[config.mk]
export PLATFORM = sky130hd
export DESIGN_NAME = bkmi_ctrl
export DESIGN_NICKNAME = d
export VERILOG_FILES = /design/src/rtl/core/bkmi_pkg.sv /design/src/rtl/core/bkmi_ctrl.sv
export SDC_FILE = /design/constraint.sdc
export NUM_CORES = 1
export LEC_CHECK = 0
export BUFFER_PORTS_ARGS = -buffer_cell sky130_fd_sc_hd__buf_2
export CELL_PAD_IN_SITES_DETAIL_PLACEMENT = 0
export CELL_PAD_IN_SITES_GLOBAL_PLACEMENT = 1
export CORE_MARGIN = 8
export CORE_UTILIZATION = 37
export DETAILED_ROUTE_END_ITERATION = 12
export PLACE_DENSITY_LB_ADDON = 0.1
export SYNTH_ARGS = -nofsm -noshare
export SYNTH_HDL_FRONTEND = slang
export SYNTH_SLANG_ARGS = --single-unit
[constraint.sdc]
create_clock -name clk -period 1.6 [get_ports clk]
set_input_delay 0.08 -clock clk [delete_from_list [all_inputs] [get_ports clk]]
set_output_delay 0.08 -clock clk [all_outputs]
set_load 0.1 [all_outputs]
[src/rtl/core/bkmi_pkg.sv]
package bkmi_pkg;

  // Grid geometry
  localparam int MAX_X_POINTS = 64;
  localparam int MAX_Z_POINTS = 64;
  localparam int XA_W = 6;
  localparam int ZA_W = 6;
  localparam int CNT_W = 7;
  localparam logic [16:0] ONE_Q16 = 17'd65536;

  typedef enum logic [1:0] {
    OP_QUERY  = 2'd0,
    OP_WR_X   = 2'd1,
    OP_WR_Z   = 2'd2,
    OP_WR_MAP = 2'd3
  } op_t;

  typedef enum logic [2:0] {
    MAP_KX_FIRST  = 3'd0,
    MAP_KZ_FIRST  = 3'd1,
    MAP_KX_SECOND = 3'd2,
    MAP_KZ_SECOND = 3'd3,
    MAP_LONG      = 3'd4
  } map_sel_t;

  typedef enum logic [2:0] {
    CFG_MAP_ORDER   = 3'd0,
    CFG_LONG_ENABLE = 3'd1,
    CFG_X_COUNT     = 3'd2,
    CFG_Z_COUNT     = 3'd3,
    CFG_X_INV_STEP  = 3'd4,
    CFG_Z_INV_STEP  = 3'd5
  } cfg_idx_t;

  localparam logic [1:0] ORDER_FIRST  = 2'd1;
  localparam logic [1:0] ORDER_SECOND = 2'd2;

  // Controller to datapath commands
  typedef struct packed {
    logic wr;          // load transfer accepted
    logic ld;          // query transfer accepted
    logic edge0;
    logic edge1;
    logic edge2;
    logic scan_start;
    logic scan;
    logic ax_rd;
    logic diff_ld;
    logic wgt_ld;
    logic map_rd;
    logic mul;
    logic acc;
    logic res_load;
  } cmd_t;

  // Datapath to controller status
  typedef struct packed {
    logic oor;
    logic order_ok;
    logic scan_done;
    logic corner_last;
    logic out_busy;
  } sts_t;

  // Grid points in use, kept within [2, lim]
  function automatic logic [CNT_W-1:0] clamp_count(input logic [CNT_W-1:0] c,
                                                   input logic [CNT_W-1:0] lim);
    logic [CNT_W-1:0] r;
    r = c;
    if (c < CNT_W'(2)) r = CNT_W'(2);
    else if (c > lim) r = lim;
    return r;
  endfunction

endpackage

[src/rtl/core/bkmi_ctrl.sv]
module bkmi_ctrl (
  input  logic          clk,
  input  logic          rst,
  input  logic          in_valid,
  input  logic [1:0]    in_opcode,
  output logic          in_ready,
  input  bkmi_pkg::sts_t sts,
  output bkmi_pkg::cmd_t cmd
);

  typedef enum logic [12:0] {
    S_IDLE  = 13'b0000000000001,
    S_EDGE0 = 13'b0000000000010,
    S_EDGE1 = 13'b0000000000100,
    S_EDGE2 = 13'b0000000001000,
    S_CHECK = 13'b0000000010000,
    S_SCAN  = 13'b0000000100000,
    S_AXRD  = 13'b0000001000000,
    S_AXWT  = 13'b0000010000000,
    S_WGT   = 13'b0000100000000,
    S_MRD   = 13'b0001000000000,
    S_MUL   = 13'b0010000000000,
    S_ACC   = 13'b0100000000000,
    S_FIN   = 13'b1000000000000
  } state_t;

  state_t state, state_next;
  logic   in_acc;

  assign in_ready = (state == S_IDLE);
  assign in_acc   = in_valid && in_ready;

  // Next state and commands
  always_comb begin
    state_next = state;
    cmd = '0;
    unique case (state)
      S_IDLE: begin
        if (in_acc) begin
          if (in_opcode == bkmi_pkg::OP_QUERY) begin
            cmd.ld = 1'b1;
            state_next = S_EDGE0;
          end else begin
            cmd.wr = 1'b1;
          end
        end
      end
      S_EDGE0: begin
        cmd.edge0 = 1'b1;
        state_next = S_EDGE1;
      end
      S_EDGE1: begin
        cmd.edge1 = 1'b1;
        state_next = S_EDGE2;
      end
      S_EDGE2: begin
        cmd.edge2 = 1'b1;
        state_next = S_CHECK;
      end
      S_CHECK: begin
        if (sts.oor || !sts.order_ok) begin
          state_next = S_FIN;
        end else begin
          cmd.scan_start = 1'b1;
          state_next = S_SCAN;
        end
      end
      S_SCAN: begin
        cmd.scan = 1'b1;
        if (sts.scan_done) state_next = S_AXRD;
      end
      S_AXRD: begin
        cmd.ax_rd = 1'b1;
        state_next = S_AXWT;
      end
      S_AXWT: begin
        cmd.diff_ld = 1'b1;
        state_next = S_WGT;
      end
      S_WGT: begin
        cmd.wgt_ld = 1'b1;
        state_next = S_MRD;
      end
      S_MRD: begin
        cmd.map_rd = 1'b1;
        state_next = S_MUL;
      end
      S_MUL: begin
        cmd.mul = 1'b1;
        state_next = S_ACC;
      end
      S_ACC: begin
        cmd.acc = 1'b1;
        state_next = sts.corner_last ? S_FIN : S_MRD;
      end
      S_FIN: begin
        if (!sts.out_busy) begin
          cmd.res_load = 1'b1;
          state_next = S_IDLE;
        end
      end
      default: state_next = S_IDLE;
    endcase
  end

  always_ff @(posedge clk) begin
    if (rst) state <= S_IDLE;
    else     state <= state_next;
  end

endmodule

==> results of run 1 <==
==> how the worst max path moves through the flow <==
stage | to | slack, ns
final | cmd[9] | -0.43
after global routing | cmd[9] | -0.48
after CTS | cmd[10] | -0.39
after detailed placement | cmd[12] | -0.11
after global placement | state[9]$_SDFFE_PP0P_ | -0.09
after floorplan | state[9]$_SDFFE_PP0P_ | -0.79
==> metal layers <==
metal / routed length (um) / up-vias
li1: - / 539
met1: 1510 / 558
met2: 1910 / 38
met3: 267 / 6
met4: 65 / 0
met5: 0 / -
==> cell families after synthesis <==
logic type | Yosys count | share of synthesized area [%]
simple gates | 69 | 51.6
xor+xnor | 3 | 2.86
compound gates | 13 | 10.5
buf+inv | 7 | 6.68
flops | 13 | 28.3
==> layout make-up <==
type                            instances  area, um2  area share, %
Clock buffer                            4       26.3           1.33
Inverter                                2       7.51          0.380
Multi-Input combinational cell         85        875           44.3
Sequential cell                        13        278           14.1
Tap cell                               30       37.5           1.90
Timing Repair Buffer                   72        751           38.0
==> through the flow <==
stage | instances | setup WS (ns) | utilization [%] | cell area [um2]
floorplan | 105 | -0.791 | - | 1050
global placement | 182 | -0.0935 | 65.8 | 1590
detailed placement | 182 | -0.108 | 65.8 | 1590
CTS | 197 | -0.390 | 76.7 | 1850
global route | 206 | -0.479 | 81.9 | 1970
finish | 206 | -0.434 | 81.9 | 1970
==> power groups by stage <==
stage               logic [mW]  registers, mW  clock network (mW)
finish                   0.781          0.350               0.219
detailed placement       0.561          0.357                   0
global route             0.815          0.351               0.232
CTS                      0.697          0.353               0.221
global placement         0.555          0.355                   0
floorplan                0.346          0.355                   0
==> cells in the final DEF, fill, tap and decap left out, types with 3 or more instances in the layout <==
cell	count
clkbuf_4	3
and3_1	6
nor2_4	5
buf_2	9
dfxtp_1	5
nand2b_1	4
nand2_2	3
nor2_1	7
nor4_4	6
buf_12	15
dfxtp_4	3
buf_4	36
o21ai_0	3
dfxtp_2	5
and3_4	3
nand3_4	3
buf_6	12
nor3_4	8
nor3_1	5
==> what timing repair did <==
action                     4_1_cts  5_1_grt
setup endpoints to repair       26       28
hold buffers                     0        0
resized for setup               33       14
pin swaps                       18       15
setup buffers                   12       10
==> metrics, run 1 <==
Critical Path End Type=output port; Clock Pin Slew Worst Setup and Hold Paths=about 0.090 ns; Synth area leader=dfxtp_1; Leak Pwr=just under 0.8 nW; met2 Use GR=27.2%; CP cell instances=or3_4 > nor4_4 > nand2_2 > buf_6 > nor3_4 > buf_12; Top Family by Delay on Critical Path=simple AND/OR/NAND/NOR gates; Antenna diodes=0; hold endpoint=state[12]$_SDFFE_PP0P_; worst r2r path cells=7; post-DR vias/cell=between 5 and 6; gpl congestion=slightly above 0.8; Hold WS=between 0.03 and 0.04 ns; Reg-to-Reg Start=state[8]$_SDFFE_PP0P_; Logic pwr share=roughly 58%; effective utilization at floorplan=between 30% and 40%; hold_sp=rst; core area=approximately 0.0024 mm2; Area growth syn-to-layout=115%; Worst R2R Setup Slack=-0.27 ns; Final ANT Viol Nets=0; worst min-delay path class=in2reg; Clock Tree Root=clkbuf_4; Worst setup SP type=flop; Final Total Pwr=about 1.4 mW; Final Cycle Share=127%; final setup violating endpoints=27; Layout Skew=0.00374 ns; fin crit period=2.03 ns; Starting DRT DRC Count=73; I/O pin total=25; Syn Inst Count=between 100 and 150; port bufs=24; met3 Use GR=under 10%; detailed-route wire length=3750 um; DPL Wire Length=about 2300 um; top cells by count, synth=dfxtp_1, nor2_1, nor3_1, and3_1, nand2_1; met1 Use GR=~18%; status=finished with violations; max_slew headroom=about three quarters; GRT Total Usage=between 10% and 20%; biggest regs=state (13); setup total negative slack=-5.98 ns; layout cells sized above 1=71.0%; Slew @ Worst Pin=approximately 0.39 ns; Max Freq=0.492 GHz; number of buffers created by CTS=3; vias in the first global route=~1100; Power Density=between 600 and 700 mW/mm2; Mapped Avg Cell Area=roughly 9 um2; Arr. time, crit path=about 2.0 ns; final worst slack=-0.434 ns; Async SR Flop Fraction=0%; DRC=0; Worst Path Required=roughly 1.5 ns; Syn Nets=about 120; Clock Power Share=16.2%; area share of the largest cell type after synthesis=between 20% and 30%; Net Sw Frac=~40%; CP max-delay cell=or3_4; Die Y-Extent=65.8 um; global route hottest layer=met2; Seq pwr share=between 20% and 30%; NetSw=545 uW; Die Wd=65.8 um; max-cap violations=0; CP Depth=6; GRT overflow=0; RSZ-0062 raised after global routing=yes; Worst Setup SP=state[8]$_SDFFE_PP0P_; synth top area cells=dfxtp_1, nor3_1, and3_1; Hold Fails Final Rpt=0; vias=about 1100; Layout Nets=about 190; Reg-to-Reg End=state[4]$_SDFFE_PP0P_; Mapped Area=approximately 920 um2; CP Class=reg2out; Max Root-Sink Buffers=2; Worst-Skew Late Latency=0.28 ns; pin count of the biggest net entering global routing=9; clock sink total=13; Fillers=approximately 140; worst hold path depth=2; prevailing post-synth register cell=dfxtp_1; Critical Path Max Stage Delay=roughly 0.42 ns; most frequent cell after synthesis=dfxtp_1; CTS tree=yes; H-Tree Depth=1; max reg flops=13; largest register by flop count=state; crit-path max FO=3; violated checks=negative setup slack; number of synthesized flops with an enable pin=0; initial antenna violation count=0; die area=roughly 0.0043 mm2; Yosys cell types=40; Rows=18; VDD IR-drop max=~830 uV; Seq/Total Area, Yosys=roughly 28%; Seq cells post-synth=13; Worst Path Buf+Inv=2; 1st-pass router iterations=4; Int Power=a little over 800 uW; Synthesis Warnings=0; Avg WL per Cell=between 15 and 20 um; first-pass GRT wire length=~5300 um; Final Max Tran Viols=0
(Power assumes the default switching activity.)
==> run 2: changes to the inputs <==
BUFFER_PORTS_ARGS = not set   (was -buffer_cell sky130_fd_sc_hd__buf_2)
CORE_UTILIZATION = 40   (was 37)
DONT_BUFFER_PORTS = 1   (was not set)
==> run 2 against run 1 <==
Net effect: the flow now stops in 5_1_grt; area after synthesis did not move; synthesized cell count is the same.
==> metrics, run 2 <==
port bufs=0; pin count of the biggest net entering global routing=9; initial antenna violation count=0; Syn Nets=about 120; Cell Area, Placed=~0.0015 mm2; Async SR Flop Fraction=0%; Die Y-Extent=between 60 and 70 um; Seq/Total Area, Yosys=28.3%; Synth area leader=dfxtp_1; Mapped Area=918 um2; prevailing post-synth register cell=dfxtp_1; effective utilization at floorplan=approximately two fifths; area share of the largest cell type after synthesis=between 20 and 30%; top cells by count, synth=dfxtp_1, nor2_1, nor3_1, and3_1, nand2_1; H-Tree Depth=1; Worst End Pin Type=top-level output; number of buffers created by CTS=3; Seq cells post-synth=13; I/O pin total=25; clock sink total=13; number of synthesized flops with an enable pin=0; Clock Tree Root=clkbuf_4; grt repair worst endpoint=cmd[12]; Syn Inst Count=approximately 110; DPL Wire Length=2470 um; Halt Stage=5_1_grt; gpl congestion=0.837; tool error=[ERROR DPL-0033] detailed placement checks failed during check placement.; Synthesis Warnings=0; status=aborted with a tool error; Die Wd=63.9 um; Max Root-Sink Buffers=2; synth top area cells=dfxtp_1, nor3_1, and3_1; worst slack, placed=-0.247 ns; most frequent cell after synthesis=dfxtp_1; placed cell count=about 180; Mapped Avg Cell Area=roughly 8.7 um2; Yosys cell types=40; Rows=17
## run 2: through the flow
step	hold slack, ns	setup TNS (ns)
after floorplan	0.145	-8.80
after global placement	0.150	-1.03
after detailed placement	0.150	-0.927
after CTS	0.00885	-4.62
## run 2: what timing repair did
action,CTS
gates resized for setup,46
cloned,0
endpoints found under the hold margin,3
setup buffers,12
pin swaps,16
hold buffers,2
setup endpoints to repair,27
## run 2: logic make-up after synthesis
group | share of synthesized area [%]
simple gates | 51.6
flops | 28.3
compound gates | 10.5
buf+inv | 6.68
xor+xnor | 2.86
==> run 3: changes to the inputs <==
CELL_PAD_IN_SITES_DETAIL_PLACEMENT = not set   (was 0)
CELL_PAD_IN_SITES_GLOBAL_PLACEMENT = not set   (was 1)
CORE_UTILIZATION = 25   (was 40)
PLACE_DENSITY_LB_ADDON = 0.15   (was 0.1)
==> run 3 against run 2 <==
Net effect: the flow now finishes, with violations (negative setup slack).
==> metrics, run 3 (same netlist as run 1, synthesis figures left out) <==
Max Freq=0.516 GHz; Worst R2R Setup Slack=-0.18 ns; VDD IR-drop max=between 300 and 400 uV; global route hottest layer=met2; Avg WL per Cell=16.0 um; effective utilization at floorplan=between 20% and 30%; largest register by flop count=state; commonest non-fill, non-tap cells in the layout=buf_4, buf_6, buf_12, dfxtp_2, nor3_4; Logic pwr share=53.1%; RSZ-0062 raised after global routing=yes; initial antenna violation count=0; setup total negative slack=-4.57 ns; Rows=22; CP Class=reg2out; layout cells sized above 1=roughly three quarters; Max Root-Sink Buffers=2; fin crit period=a little under 2 ns; max reg flops=13; Power Density=around 680 mW/mm2; Final Max Tran Viols=0; Worst-Skew Late Latency=between 0.2 and 0.25 ns; DRC=0; worst min-delay path class=in2reg; pin count of the biggest net entering global routing=9; met3 Use GR=2.00%; first-pass GRT wire length=around 5500 um; Int Power=between 800 and 900 uW; CP cell instances=or3_4 > nor4_4 > nand2_2 > nor3b_4 > buf_12; Hold WS=0.0313 ns; Reg-to-Reg Start=state[4]$_SDFFE_PP0P_; worst hold path depth=3; hold endpoint=state[6]$_SDFFE_PP0P_; final setup violating endpoints=27; Reg-to-Reg End=state[10]$_SDFFE_PP0P_; Critical Path End Type=output port; vias=1092; number of buffers created by CTS=3; met2 Use GR=a little over a fifth; Arr. time, crit path=1.86 ns; port bufs=0; gpl congestion=roughly 0.76; NetSw=roughly 530 uW; I/O pin total=25; status=finished with violations; violated checks=negative setup slack; Fillers=290; Leak Pwr=0.783 nW; biggest regs=state (13); die area=0.00587 mm2; utilization after layout=between 50% and 60%; Layout Nets=186; Final Cycle Share=121%; Layout Skew=around 0.0034 ns; GRT overflow=0; vias in the first global route=around 1200; 1st-pass router iterations=4; Clock Tree Root=clkbuf_8; Slew @ Worst Pin=between 0.3 and 0.4 ns; DPL Wire Length=around 2600 um; Die Y-Extent=~77 um; Seq pwr share=25.4%; Hold Fails Final Rpt=0; final worst slack=-0.339 ns; met1 Use GR=about 13%; Antenna diodes=0; worst r2r path cells=7; Clock Power Share=21.6%; CP max-delay cell=or3_4; GRT Total Usage=11.5%; post-DR vias/cell=between 4 and 5; Area growth syn-to-layout=124%; Worst Path Required=1.52 ns; hold_sp=rst; Clock Pin Slew Worst Setup and Hold Paths=0.06 ns; H-Tree Depth=1; Net Sw Frac=a little under two fifths; core area=0.00361 mm2; Die Wd=approximately 77 um; Critical Path Max Stage Delay=about 0.42 ns; Worst setup SP type=flop; detailed-route wire length=roughly 3600 um; Final ANT Viol Nets=0; crit-path max FO=3; max-cap violations=0; CTS tree=yes; max_slew headroom=77.4%; Starting DRT DRC Count=40; most common cell after layout, fill and taps aside=buf_4; Final Total Pwr=between 1 and 1.5 mW; clock sink total=13
==> run 3: final cells by class <==
class                   instances  area (um2)  area share, %
clock inverters                 1        5.00          0.243
clock buffers                   3        41.3           2.00
repair buffers                 71         761           36.9
inverters                       2        7.51          0.365
flip-flops and latches         13         279           13.5
well taps                      48        60.1           2.92
multi-input cells              85         906           44.0
==> run 3: routing by layer <==
metal / wire length, um / share of wire [%]
met1: 1490 / 42
met2: 1940 / 55
met3: 72 / 2.0
met4: 58 / 1.6
met5: 0 / 0
==> run 3: how the worst max path moves through the flow <==
stage,startpoint,endpoint,cells after the start
CTS,state[11]$_SDFFE_PP0P_,cmd[10],5
finish,state[9]$_SDFFE_PP0P_,cmd[10],5
floorplan,state[0]$_SDFFE_PP1P_,state[9]$_SDFFE_PP0P_,6
global placement,state[6]$_SDFFE_PP0P_,cmd[10],5
detailed placement,state[6]$_SDFFE_PP0P_,cmd[10],5
global route,state[9]$_SDFFE_PP0P_,cmd[12],6
==> run 3: per-stage QoR <==
step,std cells,worst slack (ns),instance area (um2)
5_1_grt,223,-0.402,2060
3_3_place_gp,200,-0.102,1590
3_5_place_dp,200,-0.166,1590
2_1_floorplan,105,-0.791,1050
4_1_cts,217,-0.364,1890
6_report,223,-0.339,2060
==> run 3: what timing repair did <==
| action | in CTS | in global routing |
|---|---|---|
| resized for setup | 39 | 28 |
| setup endpoints to repair | 26 | 28 |
| hold buffers | 1 | 1 |
| pin swaps | 24 | 25 |
| endpoints found under the hold margin | 2 | 1 |
| gates cloned | 0 | 0 |
| buffers inserted | 12 | 10 |
==> run 3: critical path: cells and delay by family, from the launching register on <==
kind	cells	cell delay [ns]
flip-flops	1	0.32
AND/OR/NAND/NOR	4	1.09
buffers and inverters	1	0.20
==> run 3: power groups by stage <==
stage | combinational, mW | clock [mW] | sequential [mW]
3_3_place_gp | 0.543 | 0 | 0.358
6_report | 0.743 | 0.302 | 0.355
4_1_cts | 0.679 | 0.308 | 0.356
5_1_grt | 0.772 | 0.328 | 0.356
3_5_place_dp | 0.542 | 0 | 0.359
2_1_floorplan | 0.346 | 0 | 0.355
==> run 4: changes to the inputs <==
clock period = 2.45 ns   (was 1.6 ns; I/O delays follow)
==> run 4 against run 3 <==
Net effect: the flow now finishes without violations; utilization fell by 23 points; non-clock buffer count fell by 54; hold slack better by 0.026 ns; global-route usage down 2.1 points; clock power fell by 33%; die area did not move; setup slack improved by 0.53 ns.
==> metrics, run 4 (same netlist as run 1, synthesis figures left out) <==
status=finished, final reports clean; 1st-pass router iterations=6; port bufs=0; footprint of the multi-input gates=676 um2; Die Wd=approximately 77 um; commonest non-fill, non-tap cells in the layout=buf_4, dfxtp_1, and3_1, nor3_1, nor2_1; Clock Pin Slew Worst Setup and Hold Paths=~0.060 ns; layout cells sized above 1=approximately 36%; die area=slightly below 0.006 mm2; Leak Pwr=roughly 0.43 nW; DPL Wire Length=between 2000 and 2500 um; Final Cycle Share=between 90% and 100%; core area=approximately 0.0036 mm2; Rows=22; CP max-delay cell=or3_4; initial antenna violation count=0; Worst Path Required=between 2 and 2.5 ns; Slew @ Worst Pin=0.606 ns; Layout Skew=~0.0023 ns; vias in the first global route=roughly 920; cts-stage hold buffer count=1; Layout Nets=about 130; biggest regs=state (13); Arr. time, crit path=approximately 2.1 ns; Avg WL per Cell=around 16 um; Critical Path End Type=output port; Critical Path Max Stage Delay=between 0.4 and 0.5 ns; number of buffers created by CTS=3; Final Max Tran Viols=0; Power Density=576 mW/mm2; largest register by flop count=state; RSZ-0062 raised after global routing=no; Hold Fails Final Rpt=0; Clock Tree Root=clkbuf_8; Worst setup SP type=flop; final instance area=about 0.0012 mm2; first-pass GRT wire length=around 4400 um; final setup violating endpoints=0; Die Y-Extent=~77 um; CP Class=reg2out; Area growth syn-to-layout=32.4%; PostCTS Resize Cnt=0; Max Freq=0.444 GHz; GRT Total Usage=9.40%; fin crit period=approximately 2.3 ns; effective utilization at floorplan=between 20 and 30%; Cell Area, Placed=0.00116 mm2; GRT overflow=0; placed cell count=~160; post-DR vias/cell=5.01; max_slew headroom=about three fifths; I/O pin total=25; register area=around 260 um2; VDD IR-drop max=between 200 and 300 uV; Antenna diodes=0; gpl congestion=about 0.78; pin count of the biggest net entering global routing=11; Worst R2R Setup Slack=about 0.52 ns; crit-path max FO=8; Max Root-Sink Buffers=2; Final Total Pwr=around 700 uW; clock sink total=13; Hold WS=~0.057 ns; Worst-Skew Late Latency=0.25 ns; Starting DRT DRC Count=36; CTS tree=yes; max-cap violations=0; DRC=0; H-Tree Depth=1; Final ANT Viol Nets=0; detailed-route wire length=approximately 2600 um; number of setup buffers added after CTS=0; worst min-delay path class=in2reg; vias=approximately 850; max reg flops=13; CP cell instances=or3_4 > nor3_2 > and3_2 > nand2_1 > nor3_4 > buf_12; Fillers=roughly 390; Final Non-Filler Cells=~170
## run 4: metal layers
metal / global-route usage (%) / vias to the layer above / wire (um)
met5: 0 / - / 0
met4: 3.65 / 0 / 43
met3: 3.66 / 5 / 121
met2: 16.6 / 19 / 1320
met1: 9.71 / 394 / 1140
li1: - / 428 / -
## run 4: power breakdown
| part | internal, mW | total [mW] | switching (mW) |
|---|---|---|---|
| Clock | 0.115 | 0.202 | 0.0864 |
| Combinational | 0.0829 | 0.257 | 0.174 |
| Sequential | 0.219 | 0.241 | 0.0220 |
## run 4: final timing paths
check	startpoint	to	depth (start not counted)
max reg2reg	state[4]$_SDFFE_PP0P_	state[1]$_SDFFE_PP0P_	5
min	sts[1]	state[12]$_SDFFE_PP0P_	2
max	state[4]$_SDFFE_PP0P_	cmd[12]	6
min reg2reg	state[4]$_SDFFE_PP0P_	state[12]$_SDFFE_PP0P_	2
## run 4: cell type report
class,instances,area share (%)
multi-input cells,85,55.6
flip-flops and latches,13,21.4
repair buffers,17,13.8
well taps,48,4.94
clock buffers,4,3.70
inverters,2,0.617
## run 4: through the flow
stage | setup slack, ns | utilization, % | TNS [ns]
floorplan | -0.260 | - | -0.307
global placement | 0.443 | 32.2 | 0
detailed placement | 0.465 | 32.2 | 0
CTS | 0.192 | 33.7 | 0
global route | 0.0787 | 33.7 | 0
finish | 0.195 | 33.7 | 0
## run 4: critical path: cells and delay by family, from the launching register on
family,cells,cell delay [ns]
simple gates,5,1.27
buf+inv,1,0.20
flops,1,0.41
